`src/rtl/wss_pkg.sv`:
```
package wss_pkg;

  // Fixed field widths
  localparam int unsigned WIN_W  = 17;
  localparam int unsigned POS_W  = 16;
  localparam int unsigned BYTE_W = 8;
  localparam int unsigned OP_W   = 2;
  localparam int unsigned STAT_W = 2;
  localparam int unsigned CFG_IDX_W = 2;

  typedef enum logic [OP_W-1:0] {
    OP_CLEAR  = 2'd0,
    OP_APPEND = 2'd1,
    OP_HAY    = 2'd2
  } op_e;

  typedef enum logic [STAT_W-1:0] {
    ST_FOUND      = 2'd0,
    ST_NOT_FOUND  = 2'd1,
    ST_BAD_WINDOW = 2'd2,
    ST_OVERFLOW   = 2'd3
  } status_e;

  typedef enum logic [CFG_IDX_W-1:0] {
    CFG_WIN_START  = 2'd0,
    CFG_WIN_END    = 2'd1,
    CFG_END_IS_LEN = 2'd2
  } cfg_idx_e;

  // Per-cycle control broadcast to every cell of the row
  typedef struct packed {
    logic hay_shift;  // shift a haystack byte into the recent-byte chain
    logic ndl_shift;  // shift a needle byte into the reversed needle chain
    logic ndl_clear;  // drop all needle bytes
  } cell_ctrl_t;

endpackage

```
`src/rtl/wss_in_if.sv`:
```
interface wss_in_if;
  logic       valid;
  logic       ready;
  logic [1:0] operation;
  logic [7:0] data_byte;
  logic       last;

  modport source (output valid, output operation, output data_byte, output last,
                  input ready);
  modport sink (input valid, input operation, input data_byte, input last,
                output ready);
endinterface

```
`src/rtl/wss_out_if.sv`:
```
interface wss_out_if;
  logic        valid;
  logic        ready;
  logic [1:0]  status;
  logic [15:0] match_position;

  modport source (output valid, output status, output match_position, input ready);
  modport sink (input valid, input status, input match_position, output ready);
endinterface

```
`src/rtl/wss_cell.sv`:
```
module wss_cell (
  input  logic                   clk_i,
  input  logic                   rst_ni,
  input  wss_pkg::cell_ctrl_t    ctrl_i,
  input  logic [7:0]             hay_byte_i,
  input  logic [7:0]             ndl_byte_i,
  input  logic                   ndl_used_i,
  output logic [7:0]             hay_byte_o,
  output logic [7:0]             ndl_byte_o,
  output logic                   ndl_used_o,
  output logic                   hit_o
);
  import wss_pkg::*;

  logic [BYTE_W-1:0] hay_q, ndl_q;
  logic              used_q;

  // Payload chains: haystack bytes and reversed needle bytes
  always_ff @(posedge clk_i) begin
    if (ctrl_i.hay_shift) begin
      hay_q <= hay_byte_i;
    end
    if (ctrl_i.ndl_shift) begin
      ndl_q <= ndl_byte_i;
    end
  end

  // Marks cells that hold a needle byte
  always_ff @(posedge clk_i or negedge rst_ni) begin
    if (!rst_ni) begin
      used_q <= 1'b0;
    end else if (ctrl_i.ndl_clear) begin
      used_q <= 1'b0;
    end else if (ctrl_i.ndl_shift) begin
      used_q <= ndl_used_i;
    end
  end

  // Compare against the byte entering this cell now
  assign hit_o      = !used_q || (hay_byte_i == ndl_q);
  assign hay_byte_o = hay_q;
  assign ndl_byte_o = ndl_q;
  assign ndl_used_o = used_q;

endmodule

```
`src/rtl/wss_row.sv`:
```
module wss_row #(
  parameter int unsigned NEEDLE_MAX = 16
) (
  input  logic                clk_i,
  input  logic                rst_ni,
  input  wss_pkg::cell_ctrl_t ctrl_i,
  input  logic [7:0]          byte_i,
  output logic                hit_o
);
  import wss_pkg::*;

  logic [BYTE_W-1:0] hay_chain [NEEDLE_MAX+1];
  logic [BYTE_W-1:0] ndl_chain [NEEDLE_MAX+1];
  logic [NEEDLE_MAX:0]   used_chain;
  logic [NEEDLE_MAX-1:0] hits;

  // Head of both chains is the incoming word's byte
  assign hay_chain[0]  = byte_i;
  assign ndl_chain[0]  = byte_i;
  assign used_chain[0] = 1'b1;

  for (genvar k = 0; k < NEEDLE_MAX; k++) begin : g_cell
    wss_cell u_cell (
      .clk_i      (clk_i),
      .rst_ni     (rst_ni),
      .ctrl_i     (ctrl_i),
      .hay_byte_i (hay_chain[k]),
      .ndl_byte_i (ndl_chain[k]),
      .ndl_used_i (used_chain[k]),
      .hay_byte_o (hay_chain[k+1]),
      .ndl_byte_o (ndl_chain[k+1]),
      .ndl_used_o (used_chain[k+1]),
      .hit_o      (hits[k])
    );
  end

  // Needle ends at the incoming byte when every used cell agrees
  assign hit_o = &hits;

endmodule

```
`src/rtl/windowed_substring_search_core.sv`:
```
// Windowed substring search.
// in_i carries words of {operation, data_byte, last}: clear needle, append a
// needle byte, or one haystack byte. out_o gives one word {status,
// match_position} for each haystack byte marked last, nothing for others.
// Configuration (window start, window end, end-is-length) is written through
// cfg_we_i/cfg_idx_i/cfg_data_i, by the user only while the block is idle;
// the block does not enforce it. A new input word may follow each cycle while
// in_i.ready is high. The needle sits in a row of NEEDLE_MAX cells next to
// the last NEEDLE_MAX haystack bytes; all cells compare in the cycle the byte
// arrives, so the result is registered, valid the cycle after the last byte.
// in_i.ready is high while the result register is empty or being drained;
// when the receiver stalls with a result pending, input stops until taken.
// Reset empties the needle, the haystack count and the result register and
// loads window start 0, window end 0, end-is-length 1.
module windowed_substring_search_core #(
  parameter int unsigned NEEDLE_MAX   = 16,
  parameter int unsigned HAYSTACK_MAX = 65536
) (
  input  logic         clk_i,
  input  logic         rst_ni,
  wss_in_if.sink       in_i,
  wss_out_if.source    out_o,
  input  logic         cfg_we_i,
  input  logic [1:0]   cfg_idx_i,
  input  logic [16:0]  cfg_data_i
);
  import wss_pkg::*;

  localparam int unsigned LEN_W = $clog2(NEEDLE_MAX + 1);
  localparam int unsigned CNT_W = $clog2(HAYSTACK_MAX + 1);
  localparam int unsigned CMP_W = (CNT_W > WIN_W) ? CNT_W : WIN_W;

  // Configuration registers
  logic [WIN_W-1:0] win_start_q, win_end_q;
  logic             end_is_len_q;

  // Needle and haystack state
  logic [LEN_W-1:0] ndl_len_q, ndl_len_d;
  logic             ndl_ovf_q, ndl_ovf_d;
  logic [CNT_W-1:0] count_q, count_d;
  logic             hay_ovf_q, hay_ovf_d;
  logic             found_q, found_d;
  logic [POS_W-1:0] fpos_q, fpos_d;

  // Result register
  logic              out_valid_q, out_valid_d;
  logic [STAT_W-1:0] status_q, status_d;
  logic [POS_W-1:0]  pos_q, pos_d;

  logic       in_fire, hay_fire, hay_take, cnt_full, ndl_full, row_hit, check;
  logic       bad, load;
  cell_ctrl_t ctrl;
  logic [CNT_W-1:0] count_inc;
  logic [CMP_W-1:0] size_c, p_c, start_c, end_c, pend_c, len_c;

  assign in_i.ready = !out_valid_q || out_o.ready;
  assign in_fire    = in_i.valid && in_i.ready;
  assign ndl_full   = (ndl_len_q == LEN_W'(NEEDLE_MAX));
  assign cnt_full   = (count_q >= CNT_W'(HAYSTACK_MAX));
  assign hay_fire   = in_fire && (in_i.operation == OP_HAY);
  assign hay_take   = hay_fire && !cnt_full;

  // Control for the cell row
  assign ctrl.hay_shift = hay_take;
  assign ctrl.ndl_shift = in_fire && (in_i.operation == OP_APPEND) && !ndl_full;
  assign ctrl.ndl_clear = in_fire && (in_i.operation == OP_CLEAR);

  wss_row #(
    .NEEDLE_MAX (NEEDLE_MAX)
  ) u_row (
    .clk_i  (clk_i),
    .rst_ni (rst_ni),
    .ctrl_i (ctrl),
    .byte_i (in_i.data_byte),
    .hit_o  (row_hit)
  );

  // Candidate start position of a match ending at this byte
  assign count_inc = count_q + CNT_W'(1);
  assign len_c     = CMP_W'(ndl_len_q);
  assign start_c   = CMP_W'(win_start_q);
  assign end_c     = CMP_W'(win_end_q);
  assign p_c       = CMP_W'(count_inc) - len_c;
  assign check = hay_take && !found_q && (ndl_len_q != '0) &&
                 (CMP_W'(count_inc) >= len_c) && (p_c >= start_c) &&
                 (end_is_len_q || (p_c < end_c)) && row_hit;

  // Final-word window checks
  assign size_c = hay_take ? CMP_W'(count_inc) : CMP_W'(count_q);
  assign pend_c = end_is_len_q ? size_c : end_c;
  assign bad    = (start_c > size_c) ||
                  (!end_is_len_q && ((end_c > size_c) || (end_c < start_c)));
  assign load   = hay_fire && in_i.last;

  // Next state
  always_comb begin
    ndl_len_d   = ndl_len_q;
    ndl_ovf_d   = ndl_ovf_q;
    count_d     = count_q;
    hay_ovf_d   = hay_ovf_q;
    found_d     = found_q;
    fpos_d      = fpos_q;
    out_valid_d = out_valid_q && !out_o.ready;
    status_d    = status_q;
    pos_d       = pos_q;

    if (ctrl.ndl_clear) begin
      ndl_len_d = '0;
      ndl_ovf_d = 1'b0;
    end
    if (in_fire && (in_i.operation == OP_APPEND)) begin
      if (ndl_full) begin
        ndl_ovf_d = 1'b1;
      end else begin
        ndl_len_d = ndl_len_q + LEN_W'(1);
      end
    end
    if (hay_fire) begin
      if (cnt_full) begin
        hay_ovf_d = 1'b1;
      end else begin
        count_d = count_inc;
      end
      if (check) begin
        found_d = 1'b1;
        fpos_d  = p_c[POS_W-1:0];
      end
    end

    if (load) begin
      out_valid_d = 1'b1;
      pos_d       = '0;
      if (ndl_ovf_q || hay_ovf_d) begin
        status_d = ST_OVERFLOW;
      end else if (bad) begin
        status_d = ST_BAD_WINDOW;
      end else if (ndl_len_q == '0) begin
        if (start_c < pend_c) begin
          status_d = ST_FOUND;
          pos_d    = win_start_q[POS_W-1:0];
        end else begin
          status_d = ST_NOT_FOUND;
        end
      end else if (found_d) begin
        status_d = ST_FOUND;
        pos_d    = fpos_d;
      end else begin
        status_d = ST_NOT_FOUND;
      end
      // Rearm for the next haystack
      count_d   = '0;
      hay_ovf_d = 1'b0;
      found_d   = 1'b0;
      fpos_d    = '0;
    end
  end

  // State registers
  always_ff @(posedge clk_i or negedge rst_ni) begin
    if (!rst_ni) begin
      ndl_len_q   <= '0;
      ndl_ovf_q   <= 1'b0;
      count_q     <= '0;
      hay_ovf_q   <= 1'b0;
      found_q     <= 1'b0;
      fpos_q      <= '0;
      out_valid_q <= 1'b0;
    end else begin
      ndl_len_q   <= ndl_len_d;
      ndl_ovf_q   <= ndl_ovf_d;
      count_q     <= count_d;
      hay_ovf_q   <= hay_ovf_d;
      found_q     <= found_d;
      fpos_q      <= fpos_d;
      out_valid_q <= out_valid_d;
    end
  end

  // Result payload
  always_ff @(posedge clk_i) begin
    status_q <= status_d;
    pos_q    <= pos_d;
  end

  // Configuration writes
  always_ff @(posedge clk_i or negedge rst_ni) begin
    if (!rst_ni) begin
      win_start_q  <= '0;
      win_end_q    <= '0;
      end_is_len_q <= 1'b1;
    end else if (cfg_we_i) begin
      case (cfg_idx_i)
        CFG_WIN_START:  win_start_q  <= cfg_data_i;
        CFG_WIN_END:    win_end_q    <= cfg_data_i;
        CFG_END_IS_LEN: end_is_len_q <= cfg_data_i[0];
        default: ;
      endcase
    end
  end

  assign out_o.valid          = out_valid_q;
  assign out_o.status         = status_q;
  assign out_o.match_position = pos_q;

  // Assertions
  a_len_bound: assert property (@(posedge clk_i) disable iff (!rst_ni)
    ndl_len_q <= LEN_W'(NEEDLE_MAX))
    else $error("needle length beyond capacity");

  a_cnt_bound: assert property (@(posedge clk_i) disable iff (!rst_ni)
    count_q <= CNT_W'(HAYSTACK_MAX))
    else $error("haystack count beyond capacity");

  a_pos_zero: assert property (@(posedge clk_i) disable iff (!rst_ni)
    (out_valid_q && (status_q != ST_FOUND)) |-> (pos_q == '0))
    else $error("position nonzero without a match");

  a_last_result: assert property (@(posedge clk_i) disable iff (!rst_ni)
    load |=> (out_valid_q && (count_q == '0) && !found_q))
    else $error("last byte did not produce a result and rearm");

endmodule
```
`src/flat_wrapper.sv`:
```
// flat-port wrapper written by rule: the top's interface ports become plain ports
module windowed_substring_search_core_flat import wss_pkg::*;
#(
  parameter int unsigned NEEDLE_MAX   = 16,
  parameter int unsigned HAYSTACK_MAX = 65536
)
  (clk_i, rst_ni, cfg_we_i, cfg_idx_i, cfg_data_i, in_i_valid, in_i_operation, in_i_data_byte, in_i_last, in_i_ready, out_o_valid, out_o_status, out_o_match_position, out_o_ready);
  wss_in_if in_i_i ();
  wss_out_if out_o_i ();
  input  logic clk_i;
  input  logic rst_ni;
  input  logic cfg_we_i;
  input  logic [1:0] cfg_idx_i;
  input  logic [16:0] cfg_data_i;
  input wire logic [$bits(in_i_i.valid)-1:0] in_i_valid;
  input wire logic [$bits(in_i_i.operation)-1:0] in_i_operation;
  input wire logic [$bits(in_i_i.data_byte)-1:0] in_i_data_byte;
  input wire logic [$bits(in_i_i.last)-1:0] in_i_last;
  output wire logic [$bits(in_i_i.ready)-1:0] in_i_ready;
  output wire logic [$bits(out_o_i.valid)-1:0] out_o_valid;
  output wire logic [$bits(out_o_i.status)-1:0] out_o_status;
  output wire logic [$bits(out_o_i.match_position)-1:0] out_o_match_position;
  input wire logic [$bits(out_o_i.ready)-1:0] out_o_ready;
  assign in_i_i.valid = in_i_valid;
  assign in_i_i.operation = in_i_operation;
  assign in_i_i.data_byte = in_i_data_byte;
  assign in_i_i.last = in_i_last;
  assign in_i_ready = in_i_i.ready;
  assign out_o_valid = out_o_i.valid;
  assign out_o_status = out_o_i.status;
  assign out_o_match_position = out_o_i.match_position;
  assign out_o_i.ready = out_o_ready;
  windowed_substring_search_core #(.NEEDLE_MAX(NEEDLE_MAX), .HAYSTACK_MAX(HAYSTACK_MAX)) u_core (.clk_i(clk_i), .rst_ni(rst_ni), .in_i(in_i_i), .out_o(out_o_i), .cfg_we_i(cfg_we_i), .cfg_idx_i(cfg_idx_i), .cfg_data_i(cfg_data_i));
endmodule
```
`config.mk`:
```
export PLATFORM = sky130hd
export DESIGN_NAME = windowed_substring_search_core_flat
export DESIGN_NICKNAME = d
export VERILOG_FILES = /design/src/rtl/wss_pkg.sv /design/src/rtl/wss_in_if.sv /design/src/rtl/wss_out_if.sv /design/src/rtl/wss_cell.sv /design/src/rtl/wss_row.sv /design/src/rtl/windowed_substring_search_core.sv /design/src/flat_wrapper.sv
export SDC_FILE = /design/constraint.sdc
export NUM_CORES = 1
export LEC_CHECK = 0
export BUFFER_PORTS_ARGS = -buffer_cell sky130_fd_sc_hd__buf_2
export CAP_MARGIN = 20
export CELL_PAD_IN_SITES_DETAIL_PLACEMENT = 0
export CELL_PAD_IN_SITES_GLOBAL_PLACEMENT = 1
export CORE_AREA = 2 2 184 186
export DETAILED_ROUTE_END_ITERATION = 6
export DIE_AREA = 0 0 186 188
export PLACE_DENSITY = 0.83
export SYNTH_ARGS = -nofsm -noshare
export SYNTH_HDL_FRONTEND = slang
export SYNTH_SLANG_ARGS = --single-unit
```
`constraint.sdc`:
```
create_clock -name clk_i -period 8.2 [get_ports clk_i]
set_input_delay 0.82 -clock clk_i [delete_from_list [all_inputs] [get_ports clk_i]]
set_output_delay 0.82 -clock clk_i [all_outputs]
set_load 0.02 [all_outputs]
```
Word level (Yosys, flattened, before mapping)
Cells that the tools add are included.
- word-level logic and storage cells: 223
- output and inout bits: 20
- flip-flop bits (word level): 359
- input bits: 35
- add/sub/neg operators: 3
- muxes and demuxes: 60
- equality and inequality tests: 22
- $lt $le $gt $ge: 8
- reduce and logical (&&, ||, !) cells: 70
- operators with widths (operator ; count):
    equality test 8 bit ; 16
    2-to-1 mux 16 bit ; 6
    2-to-1 mux 17 bit ; 5
    less-than comparator 17 bit ; 3
    2-to-1 mux 1 bit ; 46
    greater-than comparator 17 bit ; 2
    zero test 1 bit ; 22
    logical OR 1 bit ; 21
    adder 17 x 1 -> 17 bit, second input constant ; 1
    >= comparator 17 bit ; 1
    >= comparator 17 bit, second input constant ; 1
    >= comparator 17 x 5 -> 1 bit ; 1
    subtractor 17 x 5 -> 17 bit ; 1
    AND reduction 16 bit ; 1
    logical AND 1 bit ; 15
    2-to-1 mux 5 bit ; 3
    AND reduction 2 bit ; 4
    adder 5 x 1 -> 5 bit, second input constant ; 1
    equality test 5 bit, second input constant ; 1
    zero test 5 bit ; 1
    nonzero test 5 bit ; 1
    equality test 2 x 1 -> 1 bit, second input constant ; 2
    equality test 2 bit, second input constant ; 2
    zero test 2 bit ; 2
    other kinds (3) ; 4

Depth between registers and ports, before layout
- depth in word-level cells: 16
- mapped depth: 23
- depth with buffers taken out: 20

Modules after synthesis
From an unflattened synthesis, not the netlist that was laid out.
- cell total of the unflattened synthesis: 1287
- area, all modules: 17130.2 µm²
- modules (own cells, without submodules) (module ; area an instance (µm²) ; times used ; sequential area each (µm²) ; cells an instance):
    wss_cell ; 606.8 ; 16 ; 505.5 ; 30
    windowed_substring_search_core ; 7379.6 ; 1 ; 2468.6 ; 801
    wss_row ; 41.3 ; 1 ; 0.0 ; 6

Least setup slack after synthesis
No wires, ideal clock.
- kind: input port to flip-flop
- from: input out_o_ready
- to: register u_core.pos_q[13], in the netlist u_core.out_o.match_position[13] (data pin)
- setup slack: 1229 ps
- library setup time: 160 ps
- buffers on the path: 1
- data required time: 8040 ps
- stages on the path: 18
- arrival: 6811 ps
- cell sequence: nand2b_1 nand3_1 clkinv_1 nand2_1 xor2_1 nand2_1 o21ai_0 ha_1 a211o_1 o211ai_1 a21oi_1 o31ai_1 a21o_1 a21oi_1 nor4_4 clkbuf_1 nand2_1 a31oi_1
- RTL lines (item ; line ; source):
    from (decl) ; flat_wrapper.sv:23 ; input wire logic [$bits(out_o_i.ready)-1:0] out_o_ready;
    to (signal assigned) ; windowed_substring_search_core.sv:182 ; pos_q <= pos_d;
    to (decl) ; windowed_substring_search_core.sv:48 ; logic [POS_W-1:0] pos_q, pos_d;

Final worst setup path
- from: register u_core.count_q[0]
- to: register u_core.pos_q[3], in the netlist u_core.out_o.match_position[3] (data pin)
- cells in the longest elaborated chain, start to end: 13
- elaborated cells between the ends (all ways): 34
- classes of those cells: add/sub: 2; order compare: 7; mux: 11; reduce/logical: 14
- RTL lines (item ; line ; source):
    from (decl) ; windowed_substring_search_core.sv:40 ; logic [CNT_W-1:0] count_q, count_d;
    from (signal assigned) ; windowed_substring_search_core.sv:171 ; count_q <= count_d;
    branches (longest 13 deep; another with adder 17 x 1 -> 17 bit) ; - ;
Parallel ways; which one is timed is not known.
A chain may end at the register's enable or synchronous reset.

==> results.toml <==
[layout]
drive_gt1_share_pct = 11.3
diodes = 0
final_cell_mix = "266 x edfxtp_1, 156 x xnor2_1, 108 x ha_1"
final_core_utilization_pct = 57.3
final_common_cell = "edfxtp_1"
area.growth.synth_to_final_pct = 11.6
postLayoutCellArea_mm2 = 0.0190
fin_nets = 1516

[drt]
first_iter_violations = 703
routed_wl_um = 34300
drc = 0
wl_per_cell_um = 18.6
vias = 10300
ant_nets = 0
vias_per_cell = 5.55
firstDrtPassIters = 5

[timing]
rsz0062_at_grt = "no"
timing.final.crit_share_pct = 72.0
report.final.hold_viol_count = 0
slew_viol_final = 0
relSlewSlack_pct = 30.2
period_needed_ns = 5.91
setup_violations = 0
fin_skew_ns = 0.0217
worst-slew-pin-transition_ns = 1.05
final.setup.tns_ns = 0
fmax_ghz = 0.169

[floorplan]
fp-row-count = 67
boundaryPins = 55
die_width_um = 186
die_h_um = 188
initial_core_util_pct = 51.3
dieArea_mm2 = 0.0350
design.core.area_mm2 = 0.0331

[clock_tree]
clkLatencyLatePin_ns = 0.54
numClockSinks = 359
cts_hold_buf = 0
clockBufferDepth = 3
postCtsSetupRepairBufs = 0
numCtsBuffers = 39
cts_tree = "done"
h-tree-depth = 2
ctsRootBufferMaster = "clkbuf_16"
path_clk_slew_ns = 0.06
cts_resized = 0

[setup_path]
slowest_delay_ns = 0.59
path_buf_inv = 2
crit_family = "simple AND/OR/NAND/NOR gates"
arrival_ns = 6.30
worst-r2r-cell-count = 22
r2r_slack_ns = 2.29
rr_startpoint = "u_core.count_q[0]"
r2r_end = "u_core.out_o.match_position[3]"
crit_path_end_kind = "flip-flop"
cp_common_cell = "a21oi_1"
crit_path_start_kind = "flip-flop"
crit_type = "reg2reg"
cp_slowest_cell = "and4_1"
path_cells = "ha_1 > nand3_1 > xnor2_1 > ha_1 > nor2_1 > a21oi_1 > a2111oi_4 > a211oi_1 > a21oi_1 > xnor2_1 > ha_1 > a21oi_1 > nand2_1 > a221oi_1 > a21oi_1 > nor4_1 > and4_1 > buf_16 > buf_4 > a22o_1 > a22oi_1 > nor2_1"
required_ns = 8.60
path_max_fanout = 16

[grt]
grt_pass1_vias = 10400
grt_usage_pct = 20.2
grt_pass1_wl_um = 54700
overflow = 0
grt_max_degree = 81
antenna_found_initial = 0

[synthesis]
ys_types = 69
synthArstFlopShare_pct = 25.9
synth_cells = 1303
seq_area_frac_synth_pct = 60.7
syn_area_mm2 = 0.0170
synth_seq_cells = 359
syn_nets = 1447
synth-edff-count = 266
avgSynthCellArea_um2 = 13.0
yosysWarnings = 0
synth-main-ff-cell = "edfxtp_1"

[pwr]
pwr_density_cell_mw_per_mm2 = 272
vdd_drop_max_v = 0.000180
p_leak_uw = 0.00701
p_total_uw = 5160

[placement]
place.gp.congestion = 0.919
io_buffer_count = 54
postPlaceCellArea_mm2 = 0.0177
hpwl_um = 23900

[flow_run]
cap_violations = 0

[run_status]
status = "finished clean"

[min_path]
hp-class = "in2async"
[synthesized netlist by cell type, types with 8 or more instances]
| cell type | n | area [um^2] |
|---|---|---|
| nor2_1 | 76 | 285 |
| mux2i_1 | 14 | 140 |
| nand2_1 | 102 | 383 |
| nand2b_1 | 8 | 50.1 |
| clkbuf_1 | 21 | 78.8 |
| xnor2_1 | 156 | 1370 |
| a22o_1 | 11 | 96.3 |
| o21ai_0 | 73 | 365 |
| dfrtp_1 | 92 | 2300 |
| a21o_1 | 21 | 158 |
| and4_1 | 9 | 78.8 |
| xor2_1 | 11 | 96.3 |
| a21oi_1 | 55 | 275 |
| inv_1 | 46 | 173 |
| nor3_1 | 10 | 50.1 |
| edfxtp_1 | 266 | 7990 |
| ha_1 | 108 | 1350 |
| nand4_1 | 55 | 344 |
| nand3_1 | 18 | 90.1 |
| mux2_2 | 18 | 203 |
[per-layer routing]
metal / vias to the layer above / track usage, % / part of all wire (%)
li1: 4956 / - / -
met1: 5041 / 28.2 / 46
met2: 199 / 32.8 / 48
met3: 61 / 2.93 / 3.9
met4: 0 / 5.91 / 2.3
met5: - / 0 / 0
[logic make-up (layout without fill, tap and decap cells)]
kind of cell,count (synthesis),in the layout,share of synthesized area [%]
compound gates,234,234,9.17
xor+xnor,167,167,8.61
fa+ha+maj,109,109,8.07
buf+inv,88,186,2.25
flops,359,359,60.7
mux,32,32,2.02
simple gates,314,314,9.19
[registers in the layout, summed over array words and instances (netlist names)]
name,cells
u_core.hay_ovf_q,1
u_core.ndl_len_q,5
u_core.out_o.valid,1
u_core.end_is_len_q,1
u_core.start_c,17
u_core.end_c,17
u_core.out_o.status,2
u_core.u_row.g_cell.u_cell.ndl_byte_o,128
u_core.fpos_q,16
u_core.ndl_ovf_q,1
u_core.u_row.g_cell.u_cell.ndl_used_o,16
u_core.found_q,1
u_core.count_q,17
u_core.u_row.g_cell.u_cell.hay_byte_o,120
u_core.out_o.match_position,16
[how the worst max path moves through the flow]
stage,from,to,slack (ns),cells after the start
2_1_floorplan,out_o_ready,u_core.out_o.match_position[13],1.23,18
3_3_place_gp,in_i_operation[0],u_core.out_o.status[0],1.82,16
3_5_place_dp,in_i_operation[0],u_core.out_o.status[0],1.63,15
4_1_cts,u_core.count_q[0],u_core.out_o.match_position[3],1.98,21
5_1_grt,u_core.count_q[1],u_core.out_o.match_position[1],1.84,22
6_report,u_core.count_q[0],u_core.out_o.match_position[3],2.29,22
[where the power goes]
group / internal [uW] / leakage (uW) / total, uW / switching [uW]
clock network: 955 / 0.000576 / 1650 / 691
registers: 2060 / 0.00367 / 2170 / 109
logic: 553 / 0.00277 / 1350 / 800
[final cells by class]
type / instances / area (um^2)
clock buffer: 60 / 1080
clock inverter: 10 / 120
fill: 2661 / 14100
inverter: 50 / 195
multi-input combinational: 856 / 6310
sequential: 359 / 10300
tap: 448 / 561
timing repair buffer: 66 / 390
[metrics by stage]
step	hold slack, ns	setup slack (ns)	cells
final	0.294	2.29	1849
after global placement	0.451	1.82	1776
after detailed placement	0.456	1.63	1776
after floorplan	0.446	1.23	1303
after global routing	0.331	1.84	1849
after CTS	0.303	1.98	1846
(Power assumes the default switching activity.)
